## src/ote_pkg.sv

```systemverilog
// Shared constants, codes and types of the oblique tree inference block.
package ote_pkg;

    localparam int NODES      = 256;
    localparam int FEATURES   = 16;
    localparam int MAX_LEVELS = 32;

    localparam int NODE_W  = 8;
    localparam int FIDX_W  = 4;
    localparam int DATA_W  = 32;
    localparam int THR_W   = 64;
    localparam int PROD_W  = 2 * DATA_W;
    localparam int LVLO_W  = 6;
    localparam int LEVELS_SAT = 63;

    localparam int NODE_AW = (NODES > 1) ? $clog2(NODES) : 1;
    localparam int FEAT_AW = (FEATURES > 1) ? $clog2(FEATURES) : 1;
    localparam int COEF_DEPTH = NODES * FEATURES;
    localparam int COEF_AW = (COEF_DEPTH > 1) ? $clog2(COEF_DEPTH) : 1;
    localparam int LVL_W   = $clog2(MAX_LEVELS + 1);
    localparam int ACC_W   = PROD_W + $clog2(FEATURES) + 1;
    localparam int NODE_RAM_W = THR_W + 2 * NODE_W;

    typedef enum logic [1:0] {
        ACT_WR_COEF  = 2'd0,
        ACT_WR_SPLIT = 2'd1,
        ACT_WR_FEAT  = 2'd2,
        ACT_CLASSIFY = 2'd3
    } action_t;

    typedef enum logic [2:0] {
        ST_IDLE,
        ST_NODE_RD,
        ST_NODE_CHK,
        ST_COEF,
        ST_DRAIN,
        ST_DECIDE,
        ST_DONE
    } state_t;

    typedef struct packed {
        logic               clear;
        logic               issue;
        logic [FEAT_AW-1:0] idx;
    } mac_ctl_t;

    typedef struct packed {
        logic [THR_W-1:0]  threshold;
        logic [NODE_W-1:0] left;
        logic [NODE_W-1:0] right;
    } node_info_t;

endpackage

```

## src/ote_mac.sv

```systemverilog
// Feature store and shared multiply-accumulate unit with threshold compare.
module ote_mac (
    input  logic                          clk,
    input  logic                          rst_n,
    input  logic                          feat_wr_en,
    input  logic [ote_pkg::FEAT_AW-1:0]   feat_wr_idx,
    input  logic [ote_pkg::DATA_W-1:0]    feat_wr_data,
    input  ote_pkg::mac_ctl_t             ctl,
    input  logic [ote_pkg::DATA_W-1:0]    coef_data,
    input  logic [ote_pkg::THR_W-1:0]     threshold,
    output logic                          busy,
    output logic                          goes_left
);

    logic [ote_pkg::DATA_W-1:0]         feature_reg [ote_pkg::FEATURES];
    logic [ote_pkg::DATA_W-1:0]         feat_q_reg;
    logic signed [ote_pkg::PROD_W-1:0]  prod_reg;
    logic signed [ote_pkg::PROD_W-1:0]  prod_next;
    logic signed [ote_pkg::ACC_W-1:0]   acc_reg;
    logic signed [ote_pkg::ACC_W-1:0]   acc_next;
    logic signed [ote_pkg::ACC_W-1:0]   thr_ext;
    logic signed [ote_pkg::DATA_W-1:0]  coef_s;
    logic signed [ote_pkg::DATA_W-1:0]  feat_s;
    logic                               rd_v_reg;
    logic                               mul_v_reg;

    always_ff @(posedge clk)
    begin
        if (feat_wr_en)
        begin
            feature_reg[feat_wr_idx] <= feat_wr_data;
        end
        // align the feature with the registered coefficient read
        if (ctl.issue)
        begin
            feat_q_reg <= feature_reg[ctl.idx];
        end
        if (rd_v_reg)
        begin
            prod_reg <= prod_next;
        end
        acc_reg <= acc_next;
    end

    always_ff @(posedge clk or negedge rst_n)
    begin
        if (!rst_n)
        begin
            rd_v_reg  <= 1'b0;
            mul_v_reg <= 1'b0;
        end
        else
        begin
            rd_v_reg  <= ctl.issue;
            mul_v_reg <= rd_v_reg;
        end
    end

    always_comb
    begin
        coef_s    = $signed(coef_data);
        feat_s    = $signed(feat_q_reg);
        prod_next = coef_s * feat_s;
        if (ctl.clear)
        begin
            acc_next = '0;
        end
        else if (mul_v_reg)
        begin
            acc_next = acc_reg
                     + {{(ote_pkg::ACC_W - ote_pkg::PROD_W){prod_reg[ote_pkg::PROD_W-1]}},
                        prod_reg};
        end
        else
        begin
            acc_next = acc_reg;
        end
        thr_ext = {{(ote_pkg::ACC_W - ote_pkg::THR_W){threshold[ote_pkg::THR_W-1]}},
                   threshold};
    end

    assign busy      = rd_v_reg | mul_v_reg;
    assign goes_left = (acc_reg <= thr_ext);

endmodule

```

## config.mk

```make
export PLATFORM = sky130hd
export DESIGN_NAME = ote_mac
export DESIGN_NICKNAME = d
export VERILOG_FILES = /design/src/ote_pkg.sv /design/src/ote_mac.sv
export SDC_FILE = /design/constraint.sdc
export NUM_CORES = 2
export LEC_CHECK = 0
export BUFFER_PORTS_ARGS = -buffer_cell sky130_fd_sc_hd__buf_4
export CAP_MARGIN = 40
export CORE_MARGIN = 2
export CORE_UTILIZATION = 25
export CTS_CLUSTER_SIZE = 40
export DETAILED_ROUTE_END_ITERATION = 8
export PLACE_DENSITY = 0.43
export SLEW_MARGIN = 20
export SYNTH_ARGS = -nofsm -noshare
export SYNTH_HDL_FRONTEND = slang
export SYNTH_SLANG_ARGS = --single-unit
export TNS_END_PERCENT = 10
```

## constraint.sdc

```tcl
create_clock -name clk -period 7.28 [get_ports clk]
set_input_delay 0.364 -clock clk [delete_from_list [all_inputs] [get_ports clk]]
set_output_delay 0.364 -clock clk [all_outputs]
set_load 0.03 [all_outputs]
```

Word-level counts from Yosys, hierarchy flattened

Memories as Yosys holds them, arrays and structs flattened. A register that Yosys moved wholly into a read port is not among the register bits.
Cells that the tools add are included.

Memories: 1
Input port bits: 141
Logic and storage cells: 11
Latch bits: 0
RAM bits: 512
ROM bits: 0
Output and inout port bits: 2
Register bits after elaboration: 135

Memories:

| name        | depth | bits a word | rd ports | clocked after memory_dff | write ports | RTL line      | source |
|---|---|---|---|---|---|---|---|
| feature_reg | 16    | 32          | 1        | 1                        | 1           | ote_mac.sv:15 | `logic [ote_pkg::DATA_W-1:0] feature_reg [ote_pkg::FEATURES];` |

Equality and inequality tests: 0
Shift operators: 0
Divide/modulo/power cells: 0
Reductions and logical operators: 0
Muxes and demuxes: 2
Add/sub/neg operators: 1
Order comparisons: 1
Bitwise operators: 1
$mul: 1

Operator list:

| operator                                         | number |
|---|---|
| 69-bit adder                                     | 1 |
| 69-bit by 64-bit <= comparator with 1-bit output | 1 |
| 32-bit by 32-bit multiplier with 64-bit output   | 1 |
| 1-bit 2-to-1 mux                                 | 2 |
| 1-bit OR                                         | 1 |

Longest topological paths before layout

Word-level depth: 2
Depth in mapped cells: 29
Gate-level depth less buffers: 27

Worst setup path after synthesis

OpenSTA, ideal clock, no wires.

Path kind: reg2reg
Start: register feat_q_reg[2] (netlist name) (read register of feature_reg)
End: register prod_reg[63] (netlist name) (data pin)
Arrival time: 7.466 ns
Path buffers: 2
Period minus slack after synthesis: 7.726 ns
Setup time: 0.260 ns
Slack: -0.446 ns
Stages on the path, launching flop included: 26
Required time: 7.020 ns
Path through: edfxtp_1 > clkbuf_1 > nand2_1 > inv_1 > fa_1 > fa_1 > fa_1 > fa_1 > inv_1 > fa_1 > inv_1 > fa_1 > fa_1 > fa_1 > ha_1 > clkbuf_1 > a21o_1 > a21oi_1 > o21bai_1 > a211oi_1 > a22o_1 > a31oi_1 > a21oi_1 > o21bai_1 > a21oi_1 > xnor2_1

Cells in the longest elaborated chain, start to end: 1

Ends and longest elaborated chain:

| element                                        | RTL line      | source |
|---|---|---|
| from (decl)                                    | ote_mac.sv:16 | `logic [ote_pkg::DATA_W-1:0] feat_q_reg;` |
| 32-bit by 32-bit multiplier with 64-bit output | ote_mac.sv:63 | `prod_next = coef_s * feat_s;` |
| net prod_next, one bit                         | ote_mac.sv:18 | `logic signed [ote_pkg::PROD_W-1:0] prod_next;` |
| to (signal assigned)                           | ote_mac.sv:40 | `prod_reg <= prod_next;` |
| to (decl)                                      | ote_mac.sv:17 | `logic signed [ote_pkg::PROD_W-1:0] prod_reg;` |

The timed path passes the listed nets, and every way through them passes these cells.
A chain may end at the register's enable or synchronous reset.

Final worst setup path

Start: register feat_q_reg[2] (netlist name) (read register of feature_reg)
End: register prod_reg[53] (netlist name) (data pin)

The elaborated chain is that of the path after synthesis.

==> metrics.txt <==
most common library cells after synthesis 1083 x fa_1, 1039 x inv_1, 608 x edfxtp_1; fill cell count 27400; design area 79300 um2; RD Place Congestion 0.834; CTS tree yes; GRT overflow 0; Finished Core Util 29.9%; wire per inst 19.4 um; worst stage delay on the critical path 610 ps; DRC 0; Die Area 270000 um2; CP most frequent cell fa_2; ys async rst share 0.295%; outcome finished with violations; final clock skew 58.1 ps; Slew Limit Fails 0; DP Wirelength 149 mm; top-area cell type share of the netlist area 32.6%; R2R Setup Slk -260 ps; Max Cap Viol 0; critical path data arrival time 7970 ps; most numerous cell in the Yosys netlist fa_1; Reg area 19700 um2; critical path class flip-flop to flip-flop; buffers added on ports 142; Core Area 265000 um2; Worst Setup SP feat_q_reg[2]$_DFFE_PP_; failing checks negative setup slack; Synth Warn # 0; Fin. Hold Viols 0; vias in the first global route 47500; GRT Total Usage 14.3%; Cell Area, Placed 75400 um2; # rows 189; Cell Chain, Critical Path buf_12, bufbuf_16, nand2_2, fa_2, fa_2, fa_2, fa_1, inv_1, fa_1, fa_2, fa_2, fa_2, ha_4, buf_6, buf_4, a21oi_1, o21ai_2, o21a_2, o41ai_4, a21oi_2, nor3b_2, o21ai_1, xor2_1; Worst R2R Path Depth 23; Cells after Synth 5779; CP Capture Point prod_reg[53]$_DFFE_PP_; starting density of the core 25.1%; DIE WIDTH 520 um; Main synth FF type edfxtp_1; Yosys cell types 74; CP max FO 4; Worst setup EP type flip-flop; synthesized area per cell 11.5 um2; final worst-path cycle share 104%; minimum clock period 7540 ps; EDFF count, synth 608; Multi-input gate area 42700 um2; antenna-violating nets left 0; first-pass GRT wire length 298 mm; max reg flops 512; Mapped Nets 7324; TritonCTS Buffers 72; Vias/cell 4.36; worst-case clock buffer depth 3; clk sinks 679; worst r2r src feat_q_reg[2]$_DFFE_PP_; Root Driver clkbuf_16; worst slew pin tran 792 ps; IO Count 143; final wirelength 192 mm; First-pass DRT Iterations 5; Worst Path Required 7700 ps; Startpoint Class flip-flop; DR vias 43000; share of cells above drive strength 1 17.7%; #FFs+latches synth 679; CP max stage cell fa_2; register area share after synthesis 29.6%; final setup margin -262 ps; Nets 7832; Yosys top cell by area fa_1; area delta synth->final 19.2%; RSZ-0062 raised after global routing true; Chip Height 520 um; antenna violations before repair 17; largest net degree at the start of global routing 67; largest cells by area after synthesis fa_1 33%, edfxtp_1 27%, ha_1 6.0%; final setup violation count 22; fmax 133 MHz; Max transition margin 47.1%; Mapped Area 66500 um2; reg-to-reg endpoint prod_reg[53]$_DFFE_PP_; H-tree levels 3; Hold Crit Class input port to flip-flop; Post-Route Hold Slack 95.4 ps; clk slew on worst S/H paths 60 ps; Worst-Skew Late Latency 700 ps; DR iter-0 viols 2653; pre-CTS WS -701 ps
==> area by class of cell <==
type | count | share of cell area (%)
Tap cell | 3533 | 5.58
Inverter | 1039 | 4.93
Timing Repair Buffer | 717 | 7.88
Sequential cell | 679 | 24.8
Clock buffer | 90 | 2.38
Multi-Input combinational cell | 3778 | 53.9
Antenna cell | 4 | 0.0126
Clock inverter | 37 | 0.459
==> worst min path at each step <==
stage | end | depth (start not counted) | slack [ps] | start
floorplan | mul_v_reg$_DFF_PN0_ | 0 | 70 | rst_n
CTS | feature_reg[8][10]$_DFFE_PP_ | 2 | 60 | feat_wr_idx[0]
global route | feature_reg[8][10]$_DFFE_PP_ | 2 | 80 | feat_wr_idx[0]
finish | rd_v_reg$_DFF_PN0_ | 1 | 100 | ctl[4]
detailed placement | rd_v_reg$_DFF_PN0_ | 1 | 150 | rst_n
global placement | rd_v_reg$_DFF_PN0_ | 1 | 150 | rst_n
==> cell usage in the layout, fill, tap and decap left out, types with 29 or more instances in the layout <==
cell | netlist | final
fa_1 | 1083 | 1040
inv_1 | 1039 | 1031
buf_4 | 0 | 611
edfxtp_1 | 608 | 608
nand2_1 | 591 | 586
and2_1 | 521 | 515
ha_1 | 321 | 298
mux4_2 | 160 | 160
nor2_1 | 165 | 149
a21oi_1 | 160 | 139
a21o_1 | 94 | 94
o21ai_0 | 107 | 89
xnor2_1 | 88 | 86
clkbuf_16 | 0 | 73
dfxtp_1 | 69 | 69
xor2_1 | 47 | 47
buf_12 | 0 | 47
nand4_1 | 46 | 46
fa_2 | 0 | 43
mux2i_1 | 35 | 35
dlygate4sd3_1 | 0 | 34
o21a_1 | 30 | 29
==> kinds of logic after synthesis <==
logic type / after synthesis / share of synthesized area (%)
AO/OA/AOI/OAI: 556 / 5.43
AND/OR/NAND/NOR: 1487 / 11.1
flip-flops: 679 / 29.6
buffers and inverters: 1322 / 7.48
XOR/XNOR: 135 / 1.78
multiplexers: 196 / 5.96
adder cells (fa/ha/maj): 1404 / 38.6
==> metrics by stage <==
step	setup TNS, ps	std cells
floorplan	-282	5779
global placement	-11170	9667
detailed placement	-12190	9669
CTS	-3080	9857
global route	-10060	9874
finish	-3130	9877
==> routing by layer <==
metal | up-vias | global-route usage, % | routed length [um]
met5 | - | 0 | 108
met4 | 16 | 2.05 | 2350
met3 | 159 | 2.10 | 8670
met2 | 788 | 23.0 | 88300
met1 | 22500 | 20.8 | 92300
li1 | 19600 | - | -
==> what timing repair did <==
action,CTS,global route
pin swaps,117,47
hold buffers,34,0
endpoints found under the hold margin,514,0
gates resized for setup,132,54
endpoints found under the setup margin,32,38
gates cloned,3,1
buffers inserted,24,12
==> critical path, delay by kind of cell, from the launching register on <==
family	cells	cell delay, ps
xor gates and xnor gates	1	150
and+or+nand+nor	2	330
AOI/OAI and AO/OA	6	1250
adders and majority gates	9	4350
DFF	1	460
buffers and inverters	5	760
Power is not shown: default switching activity piles up to over one toggle a cycle in this logic, so the estimate is an artifact.
