==> src/ote_pkg.sv <==
// Shared constants, codes and types of the oblique tree inference block.
package ote_pkg;

    localparam int NODES      = 256;
    localparam int FEATURES   = 16;
    localparam int MAX_LEVELS = 32;

    localparam int NODE_W  = 8;
    localparam int FIDX_W  = 4;
    localparam int DATA_W  = 32;
    localparam int THR_W   = 64;
    localparam int PROD_W  = 2 * DATA_W;
    localparam int LVLO_W  = 6;
    localparam int LEVELS_SAT = 63;

    localparam int NODE_AW = (NODES > 1) ? $clog2(NODES) : 1;
    localparam int FEAT_AW = (FEATURES > 1) ? $clog2(FEATURES) : 1;
    localparam int COEF_DEPTH = NODES * FEATURES;
    localparam int COEF_AW = (COEF_DEPTH > 1) ? $clog2(COEF_DEPTH) : 1;
    localparam int LVL_W   = $clog2(MAX_LEVELS + 1);
    localparam int ACC_W   = PROD_W + $clog2(FEATURES) + 1;
    localparam int NODE_RAM_W = THR_W + 2 * NODE_W;

    typedef enum logic [1:0] {
        ACT_WR_COEF  = 2'd0,
        ACT_WR_SPLIT = 2'd1,
        ACT_WR_FEAT  = 2'd2,
        ACT_CLASSIFY = 2'd3
    } action_t;

    typedef enum logic [2:0] {
        ST_IDLE,
        ST_NODE_RD,
        ST_NODE_CHK,
        ST_COEF,
        ST_DRAIN,
        ST_DECIDE,
        ST_DONE
    } state_t;

    typedef struct packed {
        logic               clear;
        logic               issue;
        logic [FEAT_AW-1:0] idx;
    } mac_ctl_t;

    typedef struct packed {
        logic [THR_W-1:0]  threshold;
        logic [NODE_W-1:0] left;
        logic [NODE_W-1:0] right;
    } node_info_t;

endpackage

==> src/ote_ctrl.sv <==
// Walk sequencer: node fetch, per-node dot product issue, branch and result register.
module ote_ctrl (
    input  logic                          clk,
    input  logic                          rst_n,
    input  logic                          start,
    input  ote_pkg::node_info_t           node,
    input  logic                          mac_busy,
    input  logic                          goes_left,
    output logic                          idle,
    output logic                          node_rd_en,
    output logic [ote_pkg::NODE_AW-1:0]   node_rd_addr,
    output logic [ote_pkg::COEF_AW-1:0]   coef_rd_addr,
    output ote_pkg::mac_ctl_t             mac_ctl,
    output logic                          out_valid,
    input  logic                          out_ready,
    output logic [ote_pkg::NODE_W-1:0]    out_node,
    output logic [ote_pkg::LVLO_W-1:0]    out_levels,
    output logic                          out_overrun
);

    ote_pkg::state_t                state_reg, state_next;
    logic [ote_pkg::NODE_W-1:0]     cur_reg, cur_next;
    logic [ote_pkg::LVL_W-1:0]      levels_reg, levels_next;
    logic                           over_reg, over_next;
    logic [ote_pkg::FEAT_AW-1:0]    k_reg, k_next;
    logic                           out_valid_reg, out_valid_next;
    logic [ote_pkg::NODE_W-1:0]     out_node_reg;
    logic [ote_pkg::LVLO_W-1:0]     out_levels_reg;
    logic                           out_over_reg;
    logic                           is_leaf;
    logic                           at_limit;
    logic                           last_k;
    logic                           out_free;
    logic                           load_out;

    assign is_leaf  = (node.left == '0) && (node.right == '0);
    assign at_limit = (int'(levels_reg) >= ote_pkg::MAX_LEVELS);
    assign last_k   = (int'(k_reg) == ote_pkg::FEATURES - 1);
    assign out_free = !out_valid_reg || out_ready;

    always_comb
    begin
        state_next = state_reg;
        unique case (state_reg)
            ote_pkg::ST_IDLE:
            begin
                if (start)
                begin
                    state_next = ote_pkg::ST_NODE_RD;
                end
            end
            ote_pkg::ST_NODE_RD:
            begin
                state_next = ote_pkg::ST_NODE_CHK;
            end
            ote_pkg::ST_NODE_CHK:
            begin
                if (is_leaf || at_limit)
                begin
                    state_next = ote_pkg::ST_DONE;
                end
                else
                begin
                    state_next = ote_pkg::ST_COEF;
                end
            end
            ote_pkg::ST_COEF:
            begin
                if (last_k)
                begin
                    state_next = ote_pkg::ST_DRAIN;
                end
            end
            ote_pkg::ST_DRAIN:
            begin
                if (!mac_busy)
                begin
                    state_next = ote_pkg::ST_DECIDE;
                end
            end
            ote_pkg::ST_DECIDE:
            begin
                state_next = ote_pkg::ST_NODE_RD;
            end
            ote_pkg::ST_DONE:
            begin
                if (out_free)
                begin
                    state_next = ote_pkg::ST_IDLE;
                end
            end
            default:
            begin
                state_next = ote_pkg::ST_IDLE;
            end
        endcase
    end

    always_comb
    begin
        idle          = (state_reg == ote_pkg::ST_IDLE);
        node_rd_en    = (state_reg == ote_pkg::ST_NODE_RD);
        mac_ctl.clear = (state_reg == ote_pkg::ST_NODE_CHK);
        mac_ctl.issue = (state_reg == ote_pkg::ST_COEF);
        mac_ctl.idx   = k_reg;
        load_out      = (state_reg == ote_pkg::ST_DONE) && out_free;
    end

    assign node_rd_addr = ote_pkg::NODE_AW'(cur_reg);
    assign coef_rd_addr = ote_pkg::COEF_AW'(ote_pkg::COEF_AW'(cur_reg)
                          * ote_pkg::COEF_AW'(ote_pkg::FEATURES)
                          + ote_pkg::COEF_AW'(k_reg));

    always_comb
    begin
        cur_next       = cur_reg;
        levels_next    = levels_reg;
        over_next      = over_reg;
        k_next         = k_reg;
        out_valid_next = out_valid_reg;
        if (out_valid_reg && out_ready)
        begin
            out_valid_next = 1'b0;
        end
        if (load_out)
        begin
            out_valid_next = 1'b1;
        end
        unique case (state_reg)
            ote_pkg::ST_IDLE:
            begin
                if (start)
                begin
                    cur_next    = '0;
                    levels_next = '0;
                    over_next   = 1'b0;
                end
            end
            ote_pkg::ST_NODE_CHK:
            begin
                k_next = '0;
                if (!is_leaf && at_limit)
                begin
                    over_next = 1'b1;
                end
            end
            ote_pkg::ST_COEF:
            begin
                k_next = k_reg + 1'b1;
            end
            ote_pkg::ST_DECIDE:
            begin
                cur_next    = goes_left ? node.left : node.right;
                levels_next = levels_reg + 1'b1;
            end
            default:
            begin
                cur_next = cur_reg;
            end
        endcase
    end

    always_ff @(posedge clk or negedge rst_n)
    begin
        if (!rst_n)
        begin
            state_reg     <= ote_pkg::ST_IDLE;
            cur_reg       <= '0;
            levels_reg    <= '0;
            over_reg      <= 1'b0;
            k_reg         <= '0;
            out_valid_reg <= 1'b0;
        end
        else
        begin
            state_reg     <= state_next;
            cur_reg       <= cur_next;
            levels_reg    <= levels_next;
            over_reg      <= over_next;
            k_reg         <= k_next;
            out_valid_reg <= out_valid_next;
        end
    end

    always_ff @(posedge clk)
    begin
        if (load_out)
        begin
            out_node_reg <= cur_reg;
            out_over_reg <= over_reg;
            if (int'(levels_reg) > ote_pkg::LEVELS_SAT)
            begin
                out_levels_reg <= ote_pkg::LVLO_W'(ote_pkg::LEVELS_SAT);
            end
            else
            begin
                out_levels_reg <= ote_pkg::LVLO_W'(levels_reg);
            end
        end
    end

    assign out_valid   = out_valid_reg;
    assign out_node    = out_node_reg;
    assign out_levels  = out_levels_reg;
    assign out_overrun = out_over_reg;

endmodule

==> config.mk <==
export PLATFORM = sky130hd
export DESIGN_NAME = ote_ctrl
export DESIGN_NICKNAME = d
export VERILOG_FILES = /design/src/ote_pkg.sv /design/src/ote_ctrl.sv
export SDC_FILE = /design/constraint.sdc
export NUM_CORES = 1
export LEC_CHECK = 0
export ABC_AREA = 1
export BUFFER_PORTS_ARGS = -buffer_cell sky130_fd_sc_hd__buf_2
export CORE_ASPECT_RATIO = 1.2
export CORE_MARGIN = 4
export CORE_UTILIZATION = 44
export DETAILED_ROUTE_END_ITERATION = 12
export PLACE_DENSITY = 0.9
export SLEW_MARGIN = 5
export SYNTH_ARGS = -nofsm -noshare
export SYNTH_HDL_FRONTEND = slang
export SYNTH_SLANG_ARGS = --single-unit
==> constraint.sdc <==
create_clock -name clk -period 2.9 [get_ports clk]
set_input_delay 0.435 -clock clk [delete_from_list [all_inputs] [get_ports clk]]
set_output_delay 0.435 -clock clk [all_outputs]
set_load 0.005 [all_outputs]
== After elaboration in Yosys (flattened, before gate mapping) ==
Index checks and enable logic that the tools add are counted.

* Logic and storage cells: 60
* Output and inout port bits: 44
* Input bits: 86
* Flip-flop bits (word level): 38

* Add/subtract/negate cells: 3
* Reduce and logical (&&, ||, !) cells: 18
* Equal/unequal tests: 12
* Multiplexer cells: 17
* Magnitude comparators: 1

{| class="wikitable"
|+ Operators by type and width
! kind !! count
|-
| 3-bit one-hot mux with 7 select lines || 1
|-
| 8-bit logical NOT || 2
|-
| 8-bit 2-to-1 mux || 2
|-
| 8-bit one-hot mux with 2 select lines || 1
|-
| 3-bit 2-to-1 mux || 5
|-
| 12-bit by 4-bit adder with 12-bit output || 1
|-
| 6-bit one-hot mux with 2 select lines || 1
|-
| 3-bit equality test (second input constant) || 3
|-
| 4-bit one-hot mux with 2 select lines || 1
|-
| 2-bit nonzero test || 4
|-
| 6-bit by 1-bit adder with 6-bit output (second input constant) || 1
|-
| 3-bit by 2-bit equality test with 1-bit output (second input constant) || 2
|-
| 6-bit greater-or-equal comparator (second input constant) || 1
|-
| 6-bit 2-to-1 mux || 1
|-
| 2-bit != test (second input constant) || 3
|-
| 4-bit by 1-bit adder with 4-bit output (second input constant) || 1
|-
| 4-bit by 1-bit equality test with 1-bit output (second input constant) || 1
|-
| 1-bit logical AND || 4
|-
| 1-bit 2-to-1 mux || 4
|-
| 2-bit by 1-bit != test with 1-bit output (second input constant) || 2
|-
| 4-bit AND reduction || 1
|-
| 3-bit by 1-bit equality test with 1-bit output (second input constant) || 1
|-
| 3-bit logical NOT || 1
|-
| 3-bit AND reduction || 1
|-
| other kinds (4) || 6
|}

== Depth between registers and ports, before layout ==
Gate-level depths: netlist of the first run.

* Word-level depth: 6
* Mapped depth: 9
* Mapped depth without buffers: 9

== Least setup slack after synthesis of the first run ==
Ideal clock, no wire load.

* Path type: register to register
* Start point: register state_reg[2]
* End point: register out_levels_reg, in the netlist out_levels[0] (enable)
* Required time: 2.514 ns
* Data arrival time: 1.446 ns
* Period minus slack after synthesis: 1.833 ns
* Stages on the path, launching flop included: 5
* Path buffers: 0
* Library setup time: 0.386 ns
* Path slack: 1.067 ns
* Cell sequence: dfrtp_1 > inv_2 > nor3_1 > inv_1 > nor2_1

* Cells in the longest elaborated chain, start to end: 2

{| class="wikitable"
|+ RTL lines
! item !! line !! text
|-
| start: declaration || ote_ctrl.sv:21 || <nowiki>ote_pkg::state_t state_reg, state_next;</nowiki>
|-
| start signal: assignment || ote_ctrl.sv:167 || <nowiki>state_reg <= ote_pkg::ST_IDLE;</nowiki>
|-
| start signal: assignment || ote_ctrl.sv:176 || <nowiki>state_reg <= state_next;</nowiki>
|-
| 3-bit equality test || ote_ctrl.sv:106 || <nowiki>load_out = (state_reg == ote_pkg::ST_DONE) && out_free;</nowiki>
|-
| 1-bit logical AND || ote_ctrl.sv:106 ||
|-
| named net load_out || ote_ctrl.sv:34 || <nowiki>logic load_out;</nowiki>
|-
| end signal: assignment || ote_ctrl.sv:193 || <nowiki>out_levels_reg <= ote_pkg::LVLO_W'(ote_pkg::LEVELS_SAT);</nowiki>
|-
| end signal: assignment || ote_ctrl.sv:197 || <nowiki>out_levels_reg <= ote_pkg::LVLO_W'(levels_reg);</nowiki>
|-
| end: declaration || ote_ctrl.sv:28 || <nowiki>logic [ote_pkg::LVLO_W-1:0] out_levels_reg;</nowiki>
|}

The timed path passes the listed nets, and every way through them passes these cells.
A chain may end at the register's enable or synchronous reset.

==> results.ini, run 1 <==
[timing]
tightest_slew_ps=504
rsz0062_at_grt=false
setup_viol=0
finalMaxSlewViolations=0
final-hold-violation-count=0
fin_crit_sh=0.615
finalSetupTns_ps=0
slew_headroom=0.664
fin_hold_ws_ps=116
finalCriticalPeriod_ps=1780
max_freq_mhz=560
fin_skew_ps=5.03

[die]
core_area_mm2=0.00397
dieArea_mm2=0.00526
ios=130
placementRows=25
die_w_um=66.9
die_y_um=78.6
initial_utilization=0.460

[clocking]
cts_setup_buffers=0
cts_tree=done
clock_sinks=38
cts_buffers=5
clk_latency_ps=280
path_clk_slew_ps=70
holdBufCountCts=0
htreeDepth=2
clk_path_buf_depth=2
cts_root_buf=clkbuf_8
post_cts_resized=0

[route]
via_per_inst=4.66
drtAntennaViolNets=0
drt-total-wl_mm=3.34
drt_iter0_drc=67
drc=0
dr.pass1.iters=4
detail_route.wl_per_cell_um=11.0
num_vias=1418

[placement]
place_congestion=0.892
placed_cells=296
dp_hpwl_mm=2.68
numPortBuffers=65

[finish]
drive_gt1_frac=0.340
nets=338
finish.utilization=0.564
final_cells=304
syn2layout_area_growth_pct=22.6
num_antenna_cells=0

[synthesis]
synth-edff-count=15
synth_area_mm2=0.00183
synth.area.mux_share=0
seq_area_frac_synth=0.561
postSynthCellCount=192
avgSynthCellArea_um2=9.53
ys_top_cells_by_count=nand2_1 (38), dfrtp_1 (23), inv_1 (19)
ys.flop_type=dfrtp_1
yosysWarnings=0
synth_xor_xnor_area_share=0.00479
yosys.area.top_type=dfrtp_1
synth-simple-area-share=0.203
synth_top_family_by_area=simple AND/OR/NAND/NOR gates
synth_top_area_frac=0.315
ys_ff_latch=38
synth.most_common_cell=nand2_1
synth_compound_area_frac=0.0985
syn_nets=281
synthAdderAreaFrac=0.0205
synthTopCellsByArea=dfrtp_1 (31%), edfxtp_1 (25%), nand2_1 (7.8%), buf_4 (5.7%), o21ai_0 (4.4%)
synthArstFlopShare=0.605
synth_cell_types=29

[global_route]
grt_pass1_vias=1232
grt_max_degree=24
antenna_found_initial=0
gr-total-overflow=0
track_usage=0.132
grt_pass1_wl_mm=5.26

[worst_setup_path]
path_cells=inv_2 > nand2_4 > nor2_2 > buf_2
critPathArrivalTime_ps=1350
r2r_cells=5
cp_max_fo=6
end_kind=primary output
cp.depth=4
critPathKind=register to primary output
cp.required_ps=2470
crit_buf_inv=2
crit_family=flip-flops
slowest_stage=dfrtp_1
startpoint_type=register
crit_path_max_incr_delay_ps=460
rrSetupSlack_ps=1310

[status]
status=finished, final reports clean

[power_and_ir_drop]
p_leak_nw=1.15
vdd_drop_max_v=0.000417
powerDensity_mw_per_mm2=892

[flow_run]
drv_cap=0

[worst_hold_path]
hp-class=input port to asynchronous set/reset pin

[where the power goes]
| group | total [mW] | leakage (nW) | switching [mW] | internal (mW) |
|---|---|---|---|---|
| combinational | 0.631 | 0.634 | 0.358 | 0.274 |
| clock | 0.510 | 0.0658 | 0.170 | 0.340 |
| sequential | 0.860 | 0.447 | 0.125 | 0.735 |
[final timing paths]
kind	from	endpoint
setup / recovery	state_reg[2]	mac_ctl[5]
max in group asynchronous	rst_n	levels_reg[1]
hold reg to reg	levels_reg[3]	out_levels[3]
min in group clk	out_ready	out_valid
hold / removal	rst_n	over_reg
setup reg to reg	state_reg[2]	out_node[2]
[layout by cell type, fill, tap and decap left out]
cell type	instances
buf_2	65
nand2_1	38
dfrtp_1	23
inv_1	19
nor2_1	18
o21ai_0	16
nand3_1	15
edfxtp_1	15
o21ai_1	8
clkbuf_8	5
ha_1	3
inv_2	2
nor2_2	2
nor2_4	2
a21oi_1	2
bufinv_16	2
nand2_4	1
nor3_1	1
inv_4	1
o21ai_4	1
or3_1	1
nand4_1	1
o31ai_1	1
or2_2	1
a32o_1	1
a22o_2	1
nor3_4	1
o22ai_1	1
xor2_1	1
clkinv_1	1
buf_4	1
[layer usage]
layer,vias to the layer above,part of all wire,track usage
met5,-,0,0
met4,0,0.018,0.0487
met3,6,0.076,0.0401
met2,48,0.51,0.222
met1,630,0.40,0.156
li1,734,-,-
[per-stage QoR]
stage | setup WS (ps) | area [µm²] | total power, mW
global route | 1030 | 2240 | 2.14
detailed placement | 1330 | 2110 | 1.51
floorplan | 1070 | 1830 | 1.33
CTS | 1100 | 2240 | 2.03
global placement | 1340 | 2110 | 1.49
finish | 1120 | 2240 | 2.00
[cells by family (layout without fill, tap and decap cells)]
family,after synthesis,count (layout)
and+or+nand+nor,81,81
DFF,38,38
buffers and inverters,38,96
AOI/OAI and AO/OA,31,31
adders and majority gates,3,3
xor gates and xnor gates,1,1
[cell type report]
class | instances | area, µm²
clock buffer | 5 | 68.8
clock inverter | 3 | 63.8
fill | 353 | 1730
inverter | 22 | 85.1
multi-input combinational | 116 | 598
sequential | 38 | 1030
tap | 54 | 67.6
timing repair buffer | 66 | 333
Power figures use the tool's default switching activity.
==> run 2: changes to the inputs <==
CORE_UTILIZATION = 41   (was 44)
PLACE_DENSITY = 0.85   (was 0.9)
clock period = 1.75 ns   (was 2.9 ns; I/O delays follow)
==> results.ini, run 2 (synthesis gave the netlist of run 1 again) <==
[clocking]
htreeDepth=2  ; unchanged
clock_sinks=38  ; unchanged
post_cts_resized=0  ; unchanged
cts_tree=done
cts_buffers=5  ; unchanged
path_clk_slew_ps=70  ; about the same
holdBufCountCts=1  ; +1
clk_latency_ps=280  ; about the same
cts_root_buf=clkbuf_8
cts_setup_buffers=0  ; unchanged
clk_path_buf_depth=2  ; unchanged

[worst_setup_path]
cp_max_fo=6  ; unchanged
path_cells=inv_2 > nand2_4 > nor2_2 > buf_2
end_kind=primary output
rrSetupSlack_ps=220  ; -1090 ps
startpoint_type=register
slowest_stage=dfrtp_1
cp.required_ps=1490  ; -980 ps
critPathKind=register to primary output
critPathArrivalTime_ps=1350  ; about the same
crit_path_max_incr_delay_ps=460  ; about the same

[placement]
numPortBuffers=65  ; unchanged
placed_cells=298  ; +0.68%
dp_hpwl_mm=2.80  ; +4.3%
post-place-ws_ps=231  ; -1100 ps
placed_cell_area_mm2=0.00213  ; +0.83%
place_congestion=0.874  ; -2.1%

[route]
drt_iter0_drc=59  ; -12%
detail_route.wl_per_cell_um=11.3  ; +2.9%
drtAntennaViolNets=0  ; unchanged
drc=0  ; unchanged
dr.pass1.iters=4  ; unchanged
via_per_inst=4.66  ; about the same
num_vias=1431  ; +0.92%
drt-total-wl_mm=3.47  ; +3.9%

[finish]
final_cells=307  ; +0.99%
drive_gt1_frac=0.347  ; +0.00661
layout_commonest_cell=buf_2
syn2layout_area_growth_pct=24.4
final_area_mm2=0.00227  ; +1.5%
finish.utilization=0.530  ; -0.0347
nets=339  ; +0.30%
num_antenna_cells=0  ; unchanged
mostFrequentLayoutCells=buf_2 (65), nand2_1 (38), dfrtp_1 (23), inv_1 (19), nor2_1 (17)
fillers=398  ; +13%

[power_and_ir_drop]
powerDensity_mw_per_mm2=1480  ; +66%
vdd_drop_max_v=0.000681  ; +63%
p_leak_nw=1.16  ; +0.80%
power_mw=3.38  ; +69%

[timing]
fin_hold_ws_ps=169  ; +52.1 ps
fin_crit_sh=0.921
rsz0062_at_grt=false
fin_skew_ps=7.76  ; +2.73 ps
slew_headroom=0.650  ; -0.0139
finalSetupTns_ps=0  ; unchanged
finalMaxSlewViolations=0  ; unchanged
layout_setup_ws_ps=137  ; -978 ps
finalCriticalPeriod_ps=1610
setup_viol=0  ; unchanged
final-hold-violation-count=0  ; unchanged
tightest_slew_ps=525  ; +20.9 ps
max_freq_mhz=620

[global_route]
grt_max_degree=24  ; unchanged
antenna_found_initial=0  ; unchanged
grt_pass1_wl_mm=5.44  ; +3.3%
grt_pass1_vias=1218  ; -1.1%
track_usage=0.130  ; -0.00205
gr-total-overflow=0  ; unchanged

[die]
dieArea_mm2=0.00560  ; +6.5%
core_area_mm2=0.00429  ; +8.1%
initial_utilization=0.426  ; -0.0345
ios=130  ; unchanged
die_y_um=81.2  ; +3.2%
placementRows=26  ; +4.0%
die_w_um=69.0  ; +3.2%

[status]
status=finished, final reports clean

[flow_run]
drv_cap=0  ; unchanged

[worst_hold_path]
hp-class=input port to register

-- run 2: cell count changes in the layout (fill, tap and decap cells not counted) --
cell | previous run | this run
buf_12 | 0 | 1
buf_4 | 1 | 0
dlygate4sd3_1 | 0 | 1
clkinv_1 | 1 | 0
nor2_2 | 2 | 3
clkinv_4 | 0 | 1
nor2_1 | 18 | 17
-- run 2: report_power, final --
group | switching [mW] | internal [mW] | total, mW | leakage [nW]
clock network | 0.296 | 0.571 | 0.867 | 0.0683
registers | 0.210 | 1.22 | 1.43 | 0.447
logic | 0.616 | 0.467 | 1.08 | 0.640
-- run 2: per-layer routing --
layer,vias up,share of wire,wire (µm),track usage
li1,738,-,-,-
met4,0,0.024,82,0.0624
met2,62,0.49,1700,0.205
met5,-,0,0,0
met1,622,0.41,1430,0.162
met3,9,0.074,258,0.0360
-- run 2: final cells by class --
type / count / area [µm²] / share of cell area
multi-input combinational: 116 / 601 / 0.264
inverter: 22 / 85.1 / 0.0374
timing repair buffer: 67 / 355 / 0.156
sequential: 38 / 1030 / 0.451
clock inverter: 3 / 68.8 / 0.0303
tap: 56 / 70.1 / 0.0308
clock buffer: 5 / 68.8 / 0.0303
-- run 2: critical path: cells and delay by family, from the launching register on --
| family | cells | cell delay [ps] |
|---|---|---|
| buffers and inverters | 2 | 310 |
| DFF | 1 | 460 |
| and+or+nand+nor | 2 | 300 |
-- run 2: final timing paths --
check,to,cells after the start,startpoint
worst max-delay path,mac_ctl[5],4,state_reg[2]
worst min-delay path,out_valid,2,out_ready
worst max register to register,out_levels[1],5,state_reg[2]
worst min register to register,out_levels[3],0,levels_reg[3]
max in group asynchronous,levels_reg[2],2,rst_n
min in group asynchronous,node_rd_addr[4],2,rst_n
==> run 3: changes to the inputs <==
ABC_AREA = default   (was 1)
==> results.ini, run 3 <==
[finish]
drive_gt1_frac=0.394  ; +0.0471
multi_input_area_um2=636  ; +5.8%
final_cells=277  ; -9.8%
mostFrequentLayoutCells=buf_2 (65), dfrtp_1 (22), nand2_1 (19), o21ai_0 (18), edfxtp_1 (15)
num_antenna_cells=0  ; unchanged
syn2layout_area_growth_pct=23.7
final-seq-area_mm2=0.00103  ; +0.12%
layout_commonest_cell=buf_2
fillers=393  ; -1.3%
nets=309  ; -8.8%

[worst_setup_path]
rr_startpoint=state_reg[2]
critPathKind=register to primary output
end_kind=primary output
r2r_cells=4  ; -1
startpoint_type=register
cp.required_ps=1490  ; about the same
reg2reg_to=out_node[4]
critPathArrivalTime_ps=1350  ; about the same
cp_max_fo=12  ; +6
rrSetupSlack_ps=260  ; +40 ps

[synthesis]
syn_nets=252  ; -10%
synthArstFlopShare=0.605  ; unchanged
synthTopCellsByArea=dfrtp_1 (31%), edfxtp_1 (24%), mux2i_1 (6.0%), buf_4 (5.3%), o21ai_0 (4.9%)
synth-edff-count=15  ; unchanged
synth_top_area_frac=0.313  ; -0.00171
synth.most_common_cell=dfrtp_1
yosysWarnings=0  ; unchanged
synth_area_mm2=0.00184  ; +0.55%
ys.flop_type=dfrtp_1
seq_area_frac_synth=0.558  ; -0.00305
yosys.area.top_type=dfrtp_1
avgSynthCellArea_um2=11.3  ; +18%
ys_ff_latch=38  ; unchanged
postSynthCellCount=163  ; -15%
synth_cell_types=38  ; +31%
ys_top_cells_by_count=dfrtp_1 (23), nand2_1 (19), o21ai_0 (18)

[die]
dieArea_mm2=0.00563  ; +0.49%
ios=130  ; unchanged
die_w_um=69.1  ; +0.24%
core_area_mm2=0.00429  ; unchanged
placementRows=26  ; unchanged
die_y_um=81.4  ; +0.25%
initial_utilization=0.428  ; +0.00233

[power_and_ir_drop]
seqPwrFrac=0.432  ; +0.009
combPwrFrac=0.311  ; -0.010
power.switching_mw=1.15  ; +2.8%
power.share.switching=0.334  ; +0.00202
p_leak_nw=1.08  ; -6.7%
vdd_drop_max_v=0.000590  ; -13%
pwr-share-clk=0.257  ; about the same
powerDensity_mw_per_mm2=1520  ; +2.2%
intPower_mw=2.30  ; +1.9%

[global_route]
grt_pass1_wl_mm=6.09  ; +12%
track_usage=0.137  ; +0.00748
antenna_found_initial=0  ; unchanged
gr-total-overflow=0  ; unchanged
grt_max_degree=24  ; unchanged
grt_pass1_vias=1301  ; +6.8%

[timing]
finalCriticalPeriod_ps=1610  ; +0.419 ps
fin_crit_sh=0.922  ; about the same
slew_headroom=0.655  ; +0.00530
finalMaxSlewViolations=0  ; unchanged
tightest_slew_ps=517  ; -7.96 ps
setup_viol=0  ; unchanged
final-hold-violation-count=0  ; unchanged
finalSetupTns_ps=0  ; unchanged
fin_hold_ws_ps=163  ; -5.37 ps
fin_skew_ps=6.97  ; -0.789 ps
max_freq_mhz=620  ; about the same
rsz0062_at_grt=false

[clocking]
path_clk_slew_ps=80  ; about the same
cts_tree=done
cts_buffers=5  ; unchanged
clk_path_buf_depth=2  ; unchanged
cts_root_buf=clkbuf_8
htreeDepth=2  ; unchanged
clk_latency_ps=290  ; about the same
clock_sinks=38  ; unchanged
cts_setup_buffers=0  ; unchanged

[worst_hold_path]
hp-start=out_ready
hold_path_end=out_valid
hold_depth=2  ; unchanged
hp-class=input port to register

[route]
dr.pass1.iters=4  ; unchanged
detail_route.wl_per_cell_um=13.3  ; +18%
num_vias=1391  ; -2.8%
drtAntennaViolNets=0  ; unchanged
drt_iter0_drc=44  ; -25%
via_per_inst=5.02  ; +7.7%
drt-total-wl_mm=3.69  ; +6.3%
drc=0  ; unchanged

[placement]
placed_cells=268  ; -10%
numPortBuffers=65  ; unchanged
dp_hpwl_mm=2.88  ; +2.8%
place_congestion=0.783  ; -10%

[status]
status=finished, final reports clean

[flow_run]
drv_cap=0  ; unchanged

[run 3: changes by cell type after synthesis, moves of 4 or more]
cell,previous run,this run
inv_1,19,7
nor4_1,0,4
o21ai_1,8,0
nor2_1,18,8
nand2_1,38,19
mux2i_1,0,11
nand3_1,15,4
buf_6,1,5
[run 3: logic make-up (layout without fill, tap and decap cells)]
group                    count (synthesis)  in the layout  synth area share
AND/OR/NAND/NOR                         53             53             0.158
flip-flops                              38             38             0.558
AO/OA/AOI/OAI                           30             30            0.0966
buffers and inverters                   27             85             0.103
multiplexers                            11             11            0.0599
adder cells (fa/ha/maj)                  3              3            0.0204
XOR/XNOR                                 1              1           0.00476
[run 3: how the worst max path moves through the flow]
stage,start,to,depth (start not counted),slack (ps)
5_1_grt,state_reg[2],mac_ctl[5],3,30
6_report,state_reg[2],mac_ctl[5],3,140
3_3_place_gp,node[13],state_reg[0],5,220
3_5_place_dp,node[13],state_reg[0],5,210
2_1_floorplan,state_reg[0],out_levels[0],3,230
4_1_cts,state_reg[2],mac_ctl[5],3,20
[run 3: power by group through the flow]
| stage | registers, mW | clock network [mW] | logic (mW) |
|---|---|---|---|
| floorplan | 1.41 | 0 | 0.867 |
| global placement | 1.48 | 0 | 1.05 |
| detailed placement | 1.50 | 0 | 1.08 |
| CTS | 1.49 | 0.900 | 1.09 |
| global route | 1.55 | 0.952 | 1.21 |
| finish | 1.49 | 0.886 | 1.07 |
[run 3: metrics by stage]
step                      power, mW  worst slack, ps   util  instance area [µm²]
after floorplan                2.28              229      -                 1840
after global placement         2.54              216  0.493                 2120
after detailed placement       2.59              206  0.493                 2120
after CTS                      3.48             19.8  0.529                 2270
after global routing           3.71             33.0  0.530                 2270
final                          3.45              137  0.530                 2270
[run 3: final cells by class]
| cell class | count | area share |
|---|---|---|
| sequential | 38 | 0.452 |
| multi-input combinational | 98 | 0.279 |
| timing repair buffer | 70 | 0.166 |
| tap | 56 | 0.0308 |
| clock buffer | 5 | 0.0303 |
| clock inverter | 3 | 0.0303 |
| inverter | 7 | 0.0116 |
[run 3: what timing repair did]
action                                 CTS  global route
setup endpoints to repair                1             1
hold buffers                             1             0
endpoints found under the hold margin   23             0
gates resized for setup                  2             1
[run 3: critical path, stage by stage, from the launching register on]
cell and delay, ps:
dfrtp_1 520, nand2b_4 250, nor2_1 150, buf_2 140
[run 3: layer usage]
layer | GRT usage | share of wire
met5 | 0 | 0
met4 | 0.0469 | 0.015
met3 | 0.0507 | 0.081
met2 | 0.243 | 0.50
met1 | 0.153 | 0.40
